==> src/hw/rtl/bpve_pkg.sv <==
// Package for the BACnet primitive value encoder.
// Holds the value kind codes, the tag and class constants and the encoded word record.
// No dependencies.
`default_nettype none

package bpve_pkg;

	typedef enum logic [3:0] {
		ACT_NULL     = 4'd0,
		ACT_BOOL     = 4'd1,
		ACT_UNS      = 4'd2,
		ACT_ENUM     = 4'd3,
		ACT_SGN      = 4'd4,
		ACT_REAL     = 4'd5,
		ACT_DBL      = 4'd6,
		ACT_DATE     = 4'd7,
		ACT_TIME     = 4'd8,
		ACT_OID      = 4'd9,
		ACT_CTX_UNS  = 4'd10,
		ACT_CTX_ENUM = 4'd11,
		ACT_CTX_SGN  = 4'd12,
		ACT_CTX_BOOL = 4'd13,
		ACT_OPEN     = 4'd14,
		ACT_CLOSE    = 4'd15
	} action_t;

	// Application tag numbers
	localparam logic [7:0] TAG_NULL = 8'd0;
	localparam logic [7:0] TAG_BOOL = 8'd1;
	localparam logic [7:0] TAG_UNS  = 8'd2;
	localparam logic [7:0] TAG_SGN  = 8'd3;
	localparam logic [7:0] TAG_REAL = 8'd4;
	localparam logic [7:0] TAG_DBL  = 8'd5;
	localparam logic [7:0] TAG_ENUM = 8'd9;
	localparam logic [7:0] TAG_DATE = 8'd10;
	localparam logic [7:0] TAG_TIME = 8'd11;
	localparam logic [7:0] TAG_OID  = 8'd12;

	localparam logic [7:0] TAG_EXT_MIN  = 8'd15;
	localparam logic [7:0] TAG_REFUSED  = 8'd255;
	localparam logic [7:0] HDR_EXT_TAG  = 8'hF0;
	localparam logic [7:0] CLASS_CTX    = 8'h08;
	localparam logic [2:0] LEN_EXT      = 3'd5;
	localparam logic [2:0] MARK_OPEN    = 3'd6;
	localparam logic [2:0] MARK_CLOSE   = 3'd7;

	localparam logic [31:0] REAL_INF    = 32'h7F80_0000;
	localparam logic [62:0] DBL_INF     = 63'h7FF0_0000_0000_0000;
	localparam logic [15:0] YEAR_BASE   = 16'd1900;
	localparam logic [15:0] YEAR_MAX    = 16'd2154;
	localparam logic [15:0] YEAR_ANY    = 16'hFFFF;
	localparam logic [7:0]  FIELD_ANY   = 8'hFF;
	localparam logic [15:0] OTYPE_MAX   = 16'd1023;

	localparam int QUEUE_DEPTH_DEF = 2;

	// One encoded value as it travels from the front end to the serialiser
	typedef struct packed {
		logic             err;
		logic [3:0]       total;
		logic [1:0]       hlen;
		logic [2:0][7:0]  hdr;
		logic [7:0][7:0]  body;
	} rec_t;

endpackage

`default_nettype wire

==> src/hw/rtl/bpve_front.sv <==
// Front end of the BACnet primitive value encoder: checks and classifies one value.
// Builds the tag header and content octets into a record. Depends on bpve_pkg.
`default_nettype none

module bpve_front import bpve_pkg::*; (
	input  wire logic [3:0]  action,
	input  wire logic [7:0]  tag_number,
	input  wire logic [63:0] value,
	input  wire logic [15:0] object_type,
	input  wire logic [15:0] year,
	input  wire logic [7:0]  byte_a,
	input  wire logic [7:0]  byte_b,
	input  wire logic [7:0]  byte_c,
	input  wire logic [7:0]  byte_d,
	input  wire logic [7:0]  room,
	output rec_t             rec
);

	logic [31:0]      lo;
	logic             sgn;
	logic [31:0]      mag;
	logic [2:0]       ilen;
	logic [7:0][7:0]  ibody;
	logic [7:0]       tag;
	logic [7:0]       cls;
	logic             use_mark;
	logic [2:0]       mark;
	logic [3:0]       clen;
	logic [7:0][7:0]  body;
	logic             bad;
	logic             ext_tag;
	logic             ext_len;
	logic [2:0]       low3;
	logic [7:0]       h0;
	logic [1:0]       hlen;
	logic [3:0]       total;
	logic [31:0]      oid_word;
	logic [7:0]       year_byte;
	logic             lo_nz;

	assign lo = value[31:0];
	assign lo_nz = (lo != 32'd0);
	assign sgn = (action_t'(action) == ACT_SGN) || (action_t'(action) == ACT_CTX_SGN);

	// Minimal integer length: signed values keep one spare bit for the sign.
	always_comb begin
		mag = (sgn && lo[31]) ? ~lo : lo;
		if (sgn) begin
			if (mag[31:23] != 9'd0)
				ilen = 3'd4;
			else if (mag[31:15] != 17'd0)
				ilen = 3'd3;
			else if (mag[31:7] != 25'd0)
				ilen = 3'd2;
			else
				ilen = 3'd1;
		end else begin
			if (mag[31:24] != 8'd0)
				ilen = 3'd4;
			else if (mag[23:16] != 8'd0)
				ilen = 3'd3;
			else if (mag[15:8] != 8'd0)
				ilen = 3'd2;
			else
				ilen = 3'd1;
		end
		ibody = '0;
		case (ilen)
			3'd4: begin
				ibody[0] = lo[31:24];
				ibody[1] = lo[23:16];
				ibody[2] = lo[15:8];
				ibody[3] = lo[7:0];
			end
			3'd3: begin
				ibody[0] = lo[23:16];
				ibody[1] = lo[15:8];
				ibody[2] = lo[7:0];
			end
			3'd2: begin
				ibody[0] = lo[15:8];
				ibody[1] = lo[7:0];
			end
			default: begin
				ibody[0] = lo[7:0];
			end
		endcase
	end

	assign oid_word = {object_type[9:0], value[21:0]};
	assign year_byte = (year == YEAR_ANY) ? FIELD_ANY : 8'(year - YEAR_BASE);

	always_comb begin
		tag      = tag_number;
		cls      = CLASS_CTX;
		use_mark = 1'b0;
		mark     = 3'd0;
		clen     = 4'd0;
		body     = '0;
		bad      = 1'b0;
		unique case (action_t'(action))
			ACT_NULL: begin
				tag = TAG_NULL;
				cls = 8'd0;
			end
			ACT_BOOL: begin
				tag      = TAG_BOOL;
				cls      = 8'd0;
				use_mark = 1'b1;
				mark     = {2'b00, lo_nz};
			end
			ACT_UNS, ACT_ENUM, ACT_SGN: begin
				tag  = (action_t'(action) == ACT_UNS) ? TAG_UNS :
				       (action_t'(action) == ACT_ENUM) ? TAG_ENUM : TAG_SGN;
				cls  = 8'd0;
				clen = {1'b0, ilen};
				body = ibody;
			end
			ACT_REAL: begin
				tag  = TAG_REAL;
				cls  = 8'd0;
				clen = 4'd4;
				bad  = ({1'b0, lo[30:0]} > REAL_INF);
				body[0] = lo[31:24];
				body[1] = lo[23:16];
				body[2] = lo[15:8];
				body[3] = lo[7:0];
			end
			ACT_DBL: begin
				tag  = TAG_DBL;
				cls  = 8'd0;
				clen = 4'd8;
				bad  = (value[62:0] > DBL_INF);
				for (int i = 0; i < 8; i++) begin
					body[i] = value[8*(7-i) +: 8];
				end
			end
			ACT_DATE: begin
				tag  = TAG_DATE;
				cls  = 8'd0;
				clen = 4'd4;
				bad  = !((year == YEAR_ANY) || (year >= YEAR_BASE && year <= YEAR_MAX)) ||
				       !((byte_b >= 8'd1 && byte_b <= 8'd14) || byte_b == FIELD_ANY) ||
				       !((byte_c >= 8'd1 && byte_c <= 8'd34) || byte_c == FIELD_ANY) ||
				       !((byte_d >= 8'd1 && byte_d <= 8'd7) || byte_d == FIELD_ANY);
				body[0] = year_byte;
				body[1] = byte_b;
				body[2] = byte_c;
				body[3] = byte_d;
			end
			ACT_TIME: begin
				tag  = TAG_TIME;
				cls  = 8'd0;
				clen = 4'd4;
				bad  = !(byte_a <= 8'd23 || byte_a == FIELD_ANY) ||
				       !(byte_b <= 8'd59 || byte_b == FIELD_ANY) ||
				       !(byte_c <= 8'd59 || byte_c == FIELD_ANY) ||
				       !(byte_d <= 8'd99 || byte_d == FIELD_ANY);
				body[0] = byte_a;
				body[1] = byte_b;
				body[2] = byte_c;
				body[3] = byte_d;
			end
			ACT_OID: begin
				tag  = TAG_OID;
				cls  = 8'd0;
				clen = 4'd4;
				bad  = (object_type > OTYPE_MAX) || (value[63:22] != 42'd0);
				body[0] = oid_word[31:24];
				body[1] = oid_word[23:16];
				body[2] = oid_word[15:8];
				body[3] = oid_word[7:0];
			end
			ACT_CTX_UNS, ACT_CTX_ENUM, ACT_CTX_SGN: begin
				bad  = (tag_number == TAG_REFUSED);
				clen = {1'b0, ilen};
				body = ibody;
			end
			ACT_CTX_BOOL: begin
				bad     = (tag_number == TAG_REFUSED);
				clen    = 4'd1;
				body[0] = {7'd0, lo_nz};
			end
			ACT_OPEN: begin
				bad      = (tag_number == TAG_REFUSED);
				use_mark = 1'b1;
				mark     = MARK_OPEN;
			end
			ACT_CLOSE: begin
				bad      = (tag_number == TAG_REFUSED);
				use_mark = 1'b1;
				mark     = MARK_CLOSE;
			end
			default: begin
				bad = 1'b1;
			end
		endcase
	end

	// Header: tag octet, then an extended tag number and an extended length if needed.
	assign ext_tag = (tag >= TAG_EXT_MIN);
	assign ext_len = !use_mark && (clen >= 4'd5);
	assign low3    = use_mark ? mark : (ext_len ? LEN_EXT : clen[2:0]);
	assign h0      = (ext_tag ? HDR_EXT_TAG : {tag[3:0], 4'h0}) | cls | {5'd0, low3};
	assign hlen    = 2'd1 + {1'b0, ext_tag} + {1'b0, ext_len};
	assign total   = {2'b00, hlen} + clen;

	always_comb begin
		rec.err    = bad || ({4'd0, total} > room);
		rec.total  = rec.err ? 4'd1 : total;
		rec.hlen   = hlen;
		rec.hdr[0] = h0;
		rec.hdr[1] = ext_tag ? tag : {4'd0, clen};
		rec.hdr[2] = {4'd0, clen};
		rec.body   = body;
	end

endmodule

`default_nettype wire

==> src/hw/rtl/bpve_queue.sv <==
// Short queue of encoded records between the front end and the serialiser.
// Register based, one push and one pop per cycle. Depends on bpve_pkg.
`default_nettype none

module bpve_queue import bpve_pkg::*; #(
	parameter int DEPTH = QUEUE_DEPTH_DEF
) (
	input  wire logic clk,
	input  wire logic arst_n,
	input  wire logic push,
	input  wire rec_t push_rec,
	input  wire logic pop,
	output rec_t      pop_rec,
	output logic      full,
	output logic      empty
);

	localparam int PW = (DEPTH > 1) ? $clog2(DEPTH) : 1;
	localparam int CW = $clog2(DEPTH + 1);

	rec_t            mem_q [DEPTH];
	logic [PW-1:0]   wr_ptr_q;
	logic [PW-1:0]   rd_ptr_q;
	logic [CW-1:0]   count_q;

	assign full    = (count_q == CW'(DEPTH));
	assign empty   = (count_q == '0);
	assign pop_rec = mem_q[rd_ptr_q];

	always_ff @(posedge clk) begin
		if (push) begin
			mem_q[wr_ptr_q] <= push_rec;
		end
	end

	always_ff @(posedge clk or negedge arst_n) begin
		if (!arst_n) begin
			wr_ptr_q <= '0;
			rd_ptr_q <= '0;
			count_q  <= '0;
		end else begin
			if (push) begin
				wr_ptr_q <= (wr_ptr_q == PW'(DEPTH - 1)) ? '0 : wr_ptr_q + 1'b1;
			end
			if (pop) begin
				rd_ptr_q <= (rd_ptr_q == PW'(DEPTH - 1)) ? '0 : rd_ptr_q + 1'b1;
			end
			if (push && !pop) begin
				count_q <= count_q + 1'b1;
			end else if (pop && !push) begin
				count_q <= count_q - 1'b1;
			end
		end
	end

	a_no_overflow: assert property (@(posedge clk) disable iff (!arst_n) !(push && full))
		else $error("queue written while full");
	a_no_underflow: assert property (@(posedge clk) disable iff (!arst_n) !(pop && empty))
		else $error("queue read while empty");
	a_count_step: assert property (@(posedge clk) disable iff (!arst_n)
		(push && !pop) |=> (count_q == $past(count_q) + 1'b1))
		else $error("queue count did not advance on a lone push");

endmodule

`default_nettype wire

==> src/hw/rtl/bpve_back.sv <==
// Serialiser of the BACnet primitive value encoder: emits one octet of a record per cycle.
// Takes records from bpve_queue. Depends on bpve_pkg.
`default_nettype none

module bpve_back import bpve_pkg::*; (
	input  wire logic clk,
	input  wire logic arst_n,
	input  wire rec_t next_rec,
	input  wire logic next_avail,
	output logic      take,
	output logic      strobe,
	output logic [7:0] out_byte,
	output logic      last,
	output logic      error
);

	rec_t       cur_q;
	logic       active_q;
	logic [3:0] idx_q;
	logic [3:0] bidx;
	logic       finish;

	assign bidx   = idx_q - {2'b00, cur_q.hlen};
	assign finish = active_q && (idx_q == cur_q.total - 4'd1);
	// A new record is loaded in the cycle that the current one ends, so values follow without a gap.
	assign take   = next_avail && (!active_q || finish);

	assign strobe   = active_q;
	assign last     = finish;
	assign error    = active_q && cur_q.err;
	assign out_byte = (!active_q || cur_q.err) ? 8'd0 :
	                  (idx_q < {2'b00, cur_q.hlen}) ? cur_q.hdr[idx_q[1:0]] :
	                  cur_q.body[bidx[2:0]];

	always_ff @(posedge clk) begin
		if (take) begin
			cur_q <= next_rec;
		end
	end

	always_ff @(posedge clk or negedge arst_n) begin
		if (!arst_n) begin
			active_q <= 1'b0;
			idx_q    <= '0;
		end else begin
			if (take) begin
				active_q <= 1'b1;
				idx_q    <= '0;
			end else if (finish) begin
				active_q <= 1'b0;
			end else if (active_q) begin
				idx_q <= idx_q + 4'd1;
			end
		end
	end

endmodule

`default_nettype wire

==> src/hw/rtl/bacnet_primitive_value_encoder.sv <==
// BACnet primitive value encoder, top level: front end, record queue and serialiser.
// A value taken on start is queued, then loaded into the serialiser that sends its first octet.
// Output: a value of n octets (1 to 10; an error gives one) is sent as n strobed octets;
// queued values follow without gaps, the receiver cannot stall and busy rises only when the queue fills.
// Reset: arst_n clears the queue and the serialiser at once; no results are pending after it.
// Depends on bpve_pkg, bpve_front, bpve_queue and bpve_back.
`default_nettype none

module bacnet_primitive_value_encoder import bpve_pkg::*; #(
	parameter int QUEUE_DEPTH = QUEUE_DEPTH_DEF
) (
	input  wire logic        clk,
	input  wire logic        arst_n,
	input  wire logic        start,
	output logic             busy,
	input  wire logic [3:0]  action,
	input  wire logic [7:0]  tag_number,
	input  wire logic [63:0] value,
	input  wire logic [15:0] object_type,
	input  wire logic [15:0] year,
	input  wire logic [7:0]  byte_a,
	input  wire logic [7:0]  byte_b,
	input  wire logic [7:0]  byte_c,
	input  wire logic [7:0]  byte_d,
	input  wire logic [7:0]  room,
	output logic             strobe,
	output logic [7:0]       out_byte,
	output logic             last,
	output logic             error
);

	rec_t front_rec;
	rec_t queue_rec;
	logic queue_full;
	logic queue_empty;
	logic take;
	logic push;

	assign busy = queue_full;
	assign push = start && !queue_full;

	bpve_front u_front (
		.action      (action),
		.tag_number  (tag_number),
		.value       (value),
		.object_type (object_type),
		.year        (year),
		.byte_a      (byte_a),
		.byte_b      (byte_b),
		.byte_c      (byte_c),
		.byte_d      (byte_d),
		.room        (room),
		.rec         (front_rec)
	);

	bpve_queue #(
		.DEPTH (QUEUE_DEPTH)
	) u_queue (
		.clk      (clk),
		.arst_n   (arst_n),
		.push     (push),
		.push_rec (front_rec),
		.pop      (take),
		.pop_rec  (queue_rec),
		.full     (queue_full),
		.empty    (queue_empty)
	);

	bpve_back u_back (
		.clk        (clk),
		.arst_n     (arst_n),
		.next_rec   (queue_rec),
		.next_avail (!queue_empty),
		.take       (take),
		.strobe     (strobe),
		.out_byte   (out_byte),
		.last       (last),
		.error      (error)
	);

endmodule

`default_nettype wire

==> config.mk <==
export PLATFORM = sky130hd
export DESIGN_NAME = bacnet_primitive_value_encoder
export DESIGN_NICKNAME = d
export VERILOG_FILES = /design/src/hw/rtl/bpve_pkg.sv /design/src/hw/rtl/bpve_front.sv /design/src/hw/rtl/bpve_queue.sv /design/src/hw/rtl/bpve_back.sv /design/src/hw/rtl/bacnet_primitive_value_encoder.sv
export SDC_FILE = /design/constraint.sdc
export NUM_CORES = 1
export LEC_CHECK = 0
export BUFFER_PORTS_ARGS = -buffer_cell sky130_fd_sc_hd__buf_4
export CAP_MARGIN = 20
export CORE_MARGIN = 2
export CORE_UTILIZATION = 45
export CTS_CLUSTER_SIZE = 28
export DETAILED_ROUTE_END_ITERATION = 6
export GPL_TIMING_DRIVEN = 0
export HOLD_SLACK_MARGIN = 0.02
export MAX_ROUTING_LAYER = met4
export SYNTH_ARGS = -nofsm -noshare
export SYNTH_HDL_FRONTEND = slang
export SYNTH_HIERARCHICAL = 1
export SYNTH_SLANG_ARGS = --single-unit
==> constraint.sdc <==
create_clock -name clk -period 6.4 [get_ports clk]
set_clock_uncertainty 0.05 [all_clocks]
set_input_delay 1.6 -clock clk [delete_from_list [all_inputs] [get_ports clk]]
set_output_delay 1.6 -clock clk [all_outputs]
set_load 0.02 [all_outputs]
-- After elaboration in Yosys (flattened, before gate mapping)
Memories as Yosys holds them, arrays and structs flattened. A register that Yosys moved wholly into a read port is not among the register bits.
Cells that the tools add are included.
- register bits after elaboration: 17
- memory bits (writable): 182
- input port bits: 151
- output and inout port bits: 12
- logic and storage cells: 181
- memories: 1
- add/sub/neg operators: 11
- $lt $le $gt $ge: 21
- equality and inequality tests: 27
- mux-type cells: 46
- bitwise logic cells: 3
- reductions and logical operators: 66
- memories (name ; words ; bits a word ; rd ports ; clocked after memory_dff ; write ports ; line ; source):
    u_queue.mem_q ; 2 ; 91 ; 1 ; 1 ; 1 ; bpve_queue.sv:21 ; rec_t mem_q [DEPTH];
- operators with widths (cell ; count):
    24-bit one-hot mux with 5 select lines ; 1
    8-bit 2-to-1 mux ; 9
    32-bit 2-to-1 mux ; 2
    8-bit one-hot mux with 8 select lines ; 1
    63-bit greater-than comparator (second input constant) ; 1
    8-bit one-hot mux with 7 select lines ; 1
    8-bit one-hot mux with 3 select lines ; 2
    42-bit nonzero test ; 1
    8-bit == test (second input constant) ; 5
    4-bit == test (second input constant) ; 8
    32-bit NOT ; 1
    32-bit nonzero test ; 1
    31-bit greater-than comparator (second input constant) ; 1
    25-bit nonzero test ; 1
    8-bit binary-select mux with 3-bit select ; 1
    8-bit by 1-bit greater-or-equal comparator with 1-bit output (second input constant) ; 3
    8-bit by 6-bit less-or-equal comparator with 1-bit output (second input constant) ; 3
    4-bit 2-to-1 mux ; 6
    8-bit nonzero test ; 3
    3-bit 2-to-1 mux ; 7
    1-bit logical OR ; 19
    17-bit nonzero test ; 1
    8-bit binary-select mux with 2-bit select ; 1
    16-bit == test (second input constant) ; 1
    51 further kinds ; 94

-- Longest topological paths before layout
Gate-level depths: netlist of run 1.
- depth after elaboration: 17
- mapped depth: 21
- mapped depth without buffers: 20

-- Hierarchy
Netlist of run 1, hierarchy kept.
- by module, submodules not included (module ; times used ; cells each ; area an instance (µm²) ; sequential area each (µm²)):
    bpve_queue ; 1 ; 312 ; 7243.2 ; 5805.6
    bpve_back ; 1 ; 207 ; 4001.3 ; 2977.9
    bpve_front ; 1 ; 458 ; 2897.8 ; 0.0
    bacnet_primitive_value_encoder ; 1 ; 2 ; 17.5 ; 0.0

-- Worst setup path after synthesis of run 1
OpenSTA, ideal clock, no wires.
- path kind: input -> register
- start: input start
- end: memory u_queue/mem_q[0][0] (netlist bit), enable pin
- library setup time: 0.561 ns
- arrival time: 5.968 ns
- data required time: 5.789 ns
- slack: -0.179 ns
- stages on the path: 2
- buffers on the path: 0
- cell sequence: nor2b_4 > nor2b_1
- word-level cells in the longest chain between the ends: 3
- RTL lines (what ; line ; source):
    start: declaration ; bacnet_primitive_value_encoder.sv:14 ; input wire logic start,
    1-bit logical AND ; bacnet_primitive_value_encoder.sv:40 ; assign push = start && !queue_full;
    1-bit 2-to-1 mux ; bpve_queue.sv:31 ; if (push) begin
    1-bit 2-to-1 mux (not written as such) ; bpve_queue.sv:32 ; mem_q[wr_ptr_q] <= push_rec;
    end: declaration ; bpve_queue.sv:21 ;
Every way passes these cells.

==> run_results.csv, run 1 <==
group,metric,value,unit
global_route,track_usage,0.269,
critical_path,end_kind,"flip-flop",
drt,ant_nets,0,
cells_and_area,syn2layout_area_growth,19.7,%
cells_and_area,multiInputGateArea,0.00495,sq mm
min_path,hold_depth,1,
clock_network,cts.clk_slew.worst_paths,0.06,ns
yosys,ys_top_cells_by_area,"edfxtp_1 (60%), mux2_2 (5.0%), mux2_4 (4.2%), mux4_2 (2.5%), and2_1 (1.7%)",
floorplanning,die_h,181,microns
floorplanning,start_util,0.460,
clock_network,cts_hold_buffers,0,
yosys,yosys_most_used_dff,"edfxtp_1",
critical_path,worstPathRequired,6.63,ns
yosys,ys_seq_area_frac,0.620,
floorplanning,die_w,181,microns
global_route,grt_start_max_net_pins,62,
yosys,ys_seq_elements,294,
yosys,synth_top_family_by_area,"multiplexers",
drt,wl_per_cell,26.8,microns
sta,finalCriticalPeriod,6.22,ns
cells_and_area,final_util,0.551,
clock_network,cts-root-buf,"clkbuf_16",
drt,drc,0,
sta,final-setup-viol-count,0,
yosys,muxShareOfSynthArea,0.127,
yosys,synth.largest_area_cell,"edfxtp_1",
yosys,netlist_area,0.0142,sq mm
drt,drt-total-wl,42800,microns
floorplanning,rows,64,
global_route,antenna_found_initial,3,
sta,final_hold_viol_count,0,
critical_path,reg2reg_from,"u_back/cur_q[90]",
sta,layout_setup_ws,0.177,ns
yosys,yosys_warnings,6,
cells_and_area,drive_above_1_share,0.319,
critical_path,critPathMaxFanout,9,
min_path,min-delay-start,"u_queue/count_q[1]",
clock_network,cts.sinks,294,
outcome,status,"completed",
sta,slew_viol_final,0,
pwr,cellPowerDensity,418,mW/mm^2
yosys,netlist_instances,979,
sta,max_freq,161,MHz
drt,vias,9670,
floorplanning,io_pins,163,
drt,viasPerCell,6.06,
cells_and_area,layout.nets,1347,
drt,dr.pass1.iters,6,
yosys,synth_xor_area_frac,0.0115,
pwr,ir_drop,0.000226,V
sta,timing.final.crit_share,0.972,
yosys,async_flop_share,0.0306,
clock_network,worst_skew_pair.late_latency,0.54,ns
pwr,power,0.00708,W
critical_path,criticalPathCategory,"input port to flip-flop",
yosys,synthAdderAreaFrac,0.0143,
cells_and_area,layout_commonest_cell,"edfxtp_1",
yosys,ys_types,83,
global_route,grt_pass1_vias,9562,
yosys,synth_compound_area_frac,0.0890,
sta,hold_ws,0.439,ns
flow_run,maxCapViolations,0,
cells_and_area,seq_area,0.00878,sq mm
clock_network,htree_levels,1,
sta,tightest_slew,0.864,ns
min_path,worstHoldEndpoint,"u_queue/count_q[1]",
clock_network,cts_tree,"done",
cells_and_area,layout_common_cells,"edfxtp_1 (285), buf_4 (168), mux2_2 (63)",
yosys,synth-edff-count,285,
sta,max-slew-margin-rel,0.424,
critical_path,r2r_cells,11,
cells_and_area,fill_cells,2601,
placement,portBuffers,159,
placement,dp_slack,-0.959,ns
yosys,synth_area_per_cell,14.5,sq um
yosys,synthSimpleGateAreaFrac,0.103,
critical_path,crit_arrival,6.45,ns
critical_path,cp-start-kind,"input port",
clock_network,clockBufferDepth,3,
critical_path,r2r_slack,3.41,ns
yosys,synth_top_cell_area_share,0.604,
drt,drtIter0Drc,1180,
floorplanning,coreArea,0.0307,sq mm
placement,hpwl,32600,microns
global_route,grt_pass1_wl,62500,microns
floorplanning,fp.dieArea,0.0329,sq mm
min_path,hold_class,"flip-flop to flip-flop",
global_route,grt_remaining_overflow,0,
placement,place.gp.congestion,0.961,
critical_path,regToRegEndpoint,"u_queue/count_q[1]",
pwr,leakage,6.33,nW
sta,tns,0,ns
clock_network,cts_inserted_buffers,30,
## Yosys cell counts, drive strengths merged (3+ instances only)
cell type	n
a2111oi	4
a211oi	3
a21o	6
a21oi	11
a221o	9
a221oi	8
a222oi	22
a22o	7
a22oi	9
a311oi	8
a31oi	3
and2	39
and3	3
buf	30
clkbuf	22
dfrtp	9
edfxtp	285
ha	13
inv	40
mux2	103
mux2i	13
mux4	16
nand2	50
nand2b	8
nand3	33
nand4	17
nor2	34
nor2b	8
nor3	15
nor4	25
o211ai	3
o21a	5
o21ai	44
o22ai	4
or2	4
or3	8
or4	9
xnor2	6
xor2	10
## final cells by class
type / count / share of cell area
plain buffers: 51 / 0.0203
clock inverters: 14 / 0.00517
inverters: 40 / 0.00886
flip-flops and latches: 294 / 0.518
repair buffers: 168 / 0.0796
diodes: 1 / 0.000148
well taps: 396 / 0.0292
multi-input cells: 596 / 0.292
clock buffers: 36 / 0.0469
## worst max-delay path by stage
stage | slack, ns | from | cells past startpoint | to
6_report | 0.18 | action[0] | 21 | u_queue/mem_q[0][90]
3_3_place_gp | -0.91 | action[3] | 20 | u_queue/mem_q[0][90]
3_5_place_dp | -0.96 | value[31] | 20 | u_queue/mem_q[0][90]
2_1_floorplan | 0.35 | value[26] | 19 | u_queue/mem_q[0][90]
4_1_cts | 0.03 | value[26] | 20 | u_queue/mem_q[0][90]
5_1_grt | -0.04 | value[26] | 20 | u_queue/mem_q[0][90]
## logic make-up (layout without fill, tap and decap cells)
logic type               after synthesis  in the layout
multiplexers                         132            132
XOR/XNOR                              17             17
AND/OR/NAND/NOR                      264            264
AO/OA/AOI/OAI                        164            164
flip-flops                           294            294
adder cells (fa/ha/maj)               15             15
buffers and inverters                 92            309
other                                  1              5
## metal layers
metal | routed length, microns | vias up | GRT usage
li1 | - | 4308 | -
met1 | 18800 | 4794 | 0.370
met2 | 20000 | 487 | 0.425
met3 | 2730 | 81 | 0.0327
met4 | 1270 | 0 | 0.0761
met5 | 0 | - | -
## stage by stage
step / instances / instance area [sq um]
after detailed placement: 1545 / 16000
after CTS: 1596 / 16900
after global placement: 1537 / 15900
final: 1596 / 17000
after floorplan: 982 / 14200
after global routing: 1596 / 17000
## power by group
part | switching [W] | internal [W] | leakage, nW | total [W]
Clock | 0.000664 | 0.000910 | 0.432 | 0.00157
Combinational | 0.00143 | 0.00112 | 3.11 | 0.00254
Sequential | 0.000142 | 0.00282 | 2.79 | 0.00296
## flip-flops by register name (all words and copies together) (netlist names)
| signal | cells |
|---|---|
| u_back/strobe | 1 |
| u_back/idx_q | 4 |
| u_queue/rd_ptr_q | 1 |
| u_back/cur_q | 95 |
| u_queue/mem_q | 190 |
| u_queue/wr_ptr_q | 1 |
| u_queue/count_q | 2 |
## what timing repair did
action                                  CTS  global route
setup buffers                             1             0
resized for setup                         7             5
endpoints found under the setup margin   10            10
pin swaps                                 1             0
## critical path, stage by stage
cell and delay [ns]:
buf_4 0.14, or3b_2 0.46, clkbuf_1 0.29, nor4_1 0.46
or2_2 0.20, o21a_2 0.27, nor2_2 0.11, o221a_2 0.33
inv_1 0.11, ha_1 0.17, inv_1 0.05, fa_1 0.52
inv_1 0.06, ha_1 0.28, nor2b_1 0.13, o21a_1 0.15
o21ai_0 0.15, a21oi_1 0.14, a2111oi_2 0.33, o311ai_2 0.24
nand2b_1 0.23
No activity file was read; power rests on OpenSTA's default activity.
==> run 2: changes to the inputs <==
--- a/config.mk
+++ b/config.mk
@@ -5,7 +5,7 @@
 export SDC_FILE = /design/constraint.sdc
 export NUM_CORES = 1
 export LEC_CHECK = 0
-export BUFFER_PORTS_ARGS = -buffer_cell sky130_fd_sc_hd__buf_4
+export BUFFER_PORTS_ARGS = -buffer_cell sky130_fd_sc_hd__buf_2
 export CAP_MARGIN = 20
 export CORE_MARGIN = 2
 export CORE_UTILIZATION = 45
==> run_results.csv, run 2 (synthesis results as in run 1) <==
group,metric,value,unit
drt,ant_nets,0,
critical_path,cp-start-kind,"input port",
floorplanning,start_util,0.460,
outcome,status,"complete, but fails checks",
clock_network,cts-root-buf,"clkbuf_16",
clock_network,cts.clk_slew.worst_paths,0.06,ns
clock_network,clockBufferDepth,3,
cells_and_area,reg_top3,"u_queue/mem_q (190), u_back/cur_q (95), u_back/idx_q (4)",
critical_path,critPathMaxFanout,9,
sta,slew_viol_final,0,
cells_and_area,drive_above_1_share,0.320,
drt,vias,9625,
clock_network,cts.sinks,294,
cells_and_area,layout_common_cells,"edfxtp_1 (285), buf_2 (174), mux2_2 (63)",
floorplanning,fp.dieArea,0.0329,sq mm
clock_network,cts_tree,"done",
placement,portBuffers,159,
sta,finalCriticalPeriod,6.20,ns
floorplanning,coreArea,0.0307,sq mm
floorplanning,io_pins,163,
floorplanning,die_w,181,microns
sta,timing.final.crit_share,0.969,
cells_and_area,syn2layout_area_growth,17.5,%
placement,hpwl,31500,microns
critical_path,worstPathRequired,6.65,ns
critical_path,criticalPathCategory,"input port to flip-flop",
drt,dr.pass1.iters,7,
cells_and_area,largest_reg_flops,190,
global_route,grt_pass1_wl,61500,microns
critical_path,end_kind,"flip-flop",
drt,drt-total-wl,41600,microns
global_route,grt_remaining_overflow,0,
pwr,pwr-share-clk,0.236,
global_route,grt_pass1_vias,9459,
sta,tns,0,ns
sta,max-slew-margin-rel,0.381,
sta,tightest_slew,0.927,ns
cells_and_area,top_register,"u_queue/mem_q",
clock_network,htree_levels,1,
floorplanning,die_h,181,microns
sta,rsz0062_at_grt,"no",
sta,hold_ws,0.434,ns
sta,final_hold_viol_count,0,
pwr,seqPwrFrac,0.415,
outcome,violations,"design-rule violations",
pwr,p_int,0.00486,W
pwr,p_switching,0.00227,W
drt,wl_per_cell,26.0,microns
drt,drtIter0Drc,1157,
floorplanning,rows,64,
global_route,antenna_found_initial,3,
pwr,ir_drop,0.000235,V
flow_run,maxCapViolations,0,
clock_network,cts_inserted_buffers,30,
min_path,hold_class,"flip-flop to flip-flop",
pwr,p_comb_frac,0.349,
cells_and_area,seq_area,0.00878,sq mm
pwr,power,0.00713,W
cells_and_area,multiInputGateArea,0.00495,sq mm
clock_network,worst_skew_pair.late_latency,0.56,ns
placement,place.gp.congestion,0.985,
pwr,swShare,0.319,
pwr,leakage,6.22,nW
global_route,grt_start_max_net_pins,59,
drt,drc,6,
critical_path,crit_arrival,6.45,ns
cells_and_area,layout.nets,1347,
pwr,cellPowerDensity,429,mW/mm^2
cells_and_area,layout_commonest_cell,"edfxtp_1",
cells_and_area,fill_cells,2609,
sta,max_freq,161,MHz
drt,viasPerCell,6.00,
sta,final-setup-viol-count,0,
global_route,track_usage,0.262,
==> run 2: path summary, 6_finish.rpt <==
path                                    start                    to  slack, ns  cells after the start
min                        u_queue/count_q[1]    u_queue/count_q[1]       0.43                      1
max                                 action[0]  u_queue/mem_q[0][90]       0.20                     21
max in group asynchronous              arst_n      u_queue/rd_ptr_q       5.27                      1
max reg2reg                  u_back/cur_q[90]    u_queue/count_q[1]       3.65                     11
min reg2reg                u_queue/count_q[1]    u_queue/count_q[1]       0.43                      1
min in group asynchronous              arst_n       u_back/idx_q[1]       0.84                      1
==> run 2: routing by layer <==
| metal | wire length [microns] | vias up | share of wire | track usage |
|---|---|---|---|---|
| met1 | 17900 | 4765 | 0.43 | 0.360 |
| met4 | 1370 | 0 | 0.033 | 0.0728 |
| met5 | 0 | - | 0 | - |
| met2 | 19400 | 484 | 0.47 | 0.413 |
| met3 | 3020 | 81 | 0.072 | 0.0365 |
| li1 | - | 4295 | - | - |
==> run 2: power groups by stage <==
stage / logic [W] / registers [W] / clock network (W)
floorplan: 0.00167 / 0.00298 / 0
global placement: 0.00242 / 0.00305 / 0
detailed placement: 0.00252 / 0.00300 / 0
CTS: 0.00253 / 0.00296 / 0.00171
global route: 0.00268 / 0.00300 / 0.00179
finish: 0.00249 / 0.00296 / 0.00168
==> run 2: critical path: stages <==
cell and delay [ns]:
buf_2 0.14, or3b_2 0.47, clkbuf_1 0.26, nor4_1 0.49, nor2_1 0.15, o21a_4 0.27
nor2_2 0.24, o221a_2 0.28, inv_1 0.09, ha_1 0.22, inv_1 0.07, fa_1 0.45
inv_1 0.08, ha_1 0.23, nor2b_1 0.13, o21a_1 0.15, o21ai_0 0.14, a21oi_1 0.15
a2111oi_2 0.28, o311ai_2 0.28, nand2b_1 0.25
==> run 2: area by class of cell <==
class	instances	share of cell area
inverters	40	0.00903
diodes	3	0.000451
well taps	396	0.0298
multi-input cells	596	0.297
plain buffers	52	0.0209
flip-flops and latches	294	0.528
repair buffers	167	0.0563
clock buffers	36	0.0465
clock inverters	20	0.0115
==> run 2: timing repair <==
action / 4_1_cts / 5_1_grt
hold buffers: 0 / 0
gates resized for setup: 7 / 6
setup buffers: 0 / 1
pin swaps: 1 / 1
endpoints found under the setup margin: 8 / 10
==> run 2: stage by stage <==
step	utilization	std cells	cell area, sq um	setup WS [ns]
after global placement	0.503	1537	15500	-0.967
after CTS	0.540	1600	16600	0.0582
after global routing	0.541	1604	16600	0.0145
after floorplan	-	982	14200	0.353
after detailed placement	0.508	1544	15600	-0.730
final	0.541	1604	16600	0.201
==> run 3: changes to the inputs <==
--- a/config.mk
+++ b/config.mk
@@ -7,6 +7,8 @@
 export LEC_CHECK = 0
 export BUFFER_PORTS_ARGS = -buffer_cell sky130_fd_sc_hd__buf_2
 export CAP_MARGIN = 20
+export CELL_PAD_IN_SITES_DETAIL_PLACEMENT = 0
+export CELL_PAD_IN_SITES_GLOBAL_PLACEMENT = 1
 export CORE_MARGIN = 2
 export CORE_UTILIZATION = 45
 export CTS_CLUSTER_SIZE = 28
@@ -14,6 +16,7 @@
 export GPL_TIMING_DRIVEN = 0
 export HOLD_SLACK_MARGIN = 0.02
 export MAX_ROUTING_LAYER = met4
+export PLACE_DENSITY_LB_ADDON = 0.1
 export SYNTH_ARGS = -nofsm -noshare
 export SYNTH_HDL_FRONTEND = slang
 export SYNTH_HIERARCHICAL = 1
==> run_results.csv, run 3 (synthesis results as in run 1) <==
group,metric,value,unit
critical_path,end_kind,"flip-flop",
sta,finalCriticalPeriod,6.10,ns
global_route,track_usage,0.253,
global_route,met1_usage,0.358,
cells_and_area,layout.nets,1346,
sta,timing.final.crit_share,0.953,
critical_path,worstPathRequired,6.63,ns
global_route,grt-busiest-layer,"met2",
global_route,antenna_found_initial,3,
sta,slew_viol_final,0,
pwr,ir_drop,0.000255,V
clock_network,worst_skew_pair.late_latency,0.54,ns
clock_network,htree_levels,1,
cells_and_area,fin_area,0.0167,sq mm
pwr,p_switching,0.00225,W
pwr,cellPowerDensity,433,mW/mm^2
cells_and_area,drive_above_1_share,0.325,
drt,wl_per_cell,25.1,microns
cells_and_area,seq_area,0.00878,sq mm
clock_network,cts_setup_buffers,0,
sta,final-setup-viol-count,0,
cells_and_area,largest_reg_flops,190,
drt,viasPerCell,5.88,
floorplanning,coreArea,0.0307,sq mm
global_route,grt_pass1_wl,59500,microns
sta,final_hold_viol_count,0,
critical_path,crit_arrival,6.33,ns
floorplanning,die_h,181,microns
drt,drtIter0Drc,1041,
outcome,violations,"design-rule violations",
outcome,status,"complete, but fails checks",
critical_path,cp-start-kind,"input port",
pwr,p_int,0.00497,W
cells_and_area,fill_cells,2629,
clock_network,cts_hold_buffers,0,
floorplanning,start_util,0.460,
pwr,swShare,0.312,
clock_network,cts_tree,"done",
placement,portBuffers,159,
cells_and_area,layout_common_cells,"edfxtp_1 (285), buf_2 (173), mux2_2 (63)",
sta,layout_setup_ws,0.303,ns
global_route,grtUsageMet2,0.391,
sta,max_freq,164,MHz
cells_and_area,reg_top3,"u_queue/mem_q (190), u_back/cur_q (95), u_back/idx_q (4)",
cells_and_area,syn2layout_area_growth,17.9,%
clock_network,cts.sinks,294,
sta,rsz0062_at_grt,"no",
drt,dr.pass1.iters,7,
clock_network,cts_inserted_buffers,30,
sta,max-slew-margin-rel,0.196,
placement,postPlaceCellArea,0.0156,sq mm
global_route,grt_remaining_overflow,0,
global_route,grt_pass1_vias,9281,
pwr,pwr-share-clk,0.251,
pwr,seqPwrFrac,0.411,
critical_path,criticalPathCategory,"input port to flip-flop",
drt,ant_nets,0,
cells_and_area,top_register,"u_queue/mem_q",
cells_and_area,final_util,0.543,
sta,tightest_slew,1.20,ns
clock_network,cts.clk_slew.worst_paths,0.06,ns
floorplanning,io_pins,163,
clock_network,clockBufferDepth,3,
drt,drt-total-wl,40300,microns
clock_network,cts-root-buf,"clkbuf_16",
cells_and_area,multiInputGateArea,0.00494,sq mm
floorplanning,fp.dieArea,0.0329,sq mm
floorplanning,rows,64,
sta,hold_ws,0.440,ns
placement,place.gp.congestion,0.933,
pwr,leakage,6.27,nW
floorplanning,die_w,181,microns
critical_path,critPathMaxFanout,9,
global_route,met3_usage,0.0337,
placement,dp_slack,-0.559,ns
pwr,p_comb_frac,0.338,
min_path,hold_class,"flip-flop to flip-flop",
placement,hpwl,30300,microns
drt,drc,1,
flow_run,maxCapViolations,0,
cells_and_area,layout_commonest_cell,"edfxtp_1",
drt,vias,9433,
global_route,grt_start_max_net_pins,61,
==> run 3: cell count changes in the layout (fill, tap and decap cells not counted), moves of 3 or more <==
cell	change
bufinv_16	+3
clkinvlp_4	-3
clkinv_1	-5
clkinv_2	+8
==> run 3: layout make-up <==
cell class / instances / area share
Sequential cell: 294 / 0.526
Multi-Input combinational cell: 596 / 0.296
Timing Repair Buffer: 166 / 0.0553
Clock buffer: 34 / 0.0459
Tap cell: 396 / 0.0297
Buffer: 52 / 0.0208
Clock inverter: 22 / 0.0163
Inverter: 40 / 0.00900
Antenna cell: 4 / 0.000600
==> run 3: power groups by stage <==
stage	registers, W	clock network (W)	logic [W]
floorplan	0.00298	0	0.00167
global placement	0.00306	0	0.00237
detailed placement	0.00301	0	0.00247
CTS	0.00298	0.00184	0.00247
global route	0.00301	0.00194	0.00263
finish	0.00297	0.00181	0.00244
==> run 3: routing by layer <==
metal,vias to the layer above,share of wire
met5,-,0
met4,0,0.023
met3,48,0.061
met2,400,0.46
met1,4689,0.46
li1,4296,-
==> run 3: worst paths after layout <==
path	from	endpoint	slack [ns]	cells past startpoint
worst max-delay path	value[26]	u_queue/mem_q[0][90]	0.30	20
worst min-delay path	u_queue/count_q[1]	u_queue/count_q[1]	0.44	1
worst max register to register	u_back/cur_q[90]	u_queue/count_q[1]	3.58	11
worst min register to register	u_queue/count_q[1]	u_queue/count_q[1]	0.44	1
max in group asynchronous	arst_n	u_back/idx_q[2]	5.24	1
min in group asynchronous	arst_n	u_back/idx_q[0]	0.86	1
==> run 3: per-stage QoR <==
| stage | TNS (ns) | power, W | instances |
|---|---|---|---|
| final | 0 | 0.00722 | 1604 |
| after global routing | 0 | 0.00758 | 1603 |
| after CTS | 0 | 0.00729 | 1600 |
| after detailed placement | -4.27 | 0.00548 | 1544 |
| after global placement | -10.78 | 0.00544 | 1537 |
| after floorplan | 0 | 0.00465 | 982 |
==> run 3: worst max-delay path, stage by stage <==
cell and delay, ns:
buf_2 0.16, or4_4 0.56, or3_4 0.35, a2111oi_4 0.46
o21a_4 0.26, nor2_2 0.09, o221a_2 0.30, inv_1 0.10
ha_1 0.18, inv_1 0.05, fa_1 0.55, inv_1 0.06
ha_1 0.28, nor2b_1 0.14, o21a_1 0.15, o21ai_0 0.14
a21oi_1 0.12, a2111oi_2 0.26, o311ai_2 0.27, nand2b_1 0.24
==> run 3: repair_timing <==
action,in CTS,in global routing
endpoints found under the setup margin,2,10
gates resized for setup,1,10
pin swaps,0,2
gates cloned,0,0
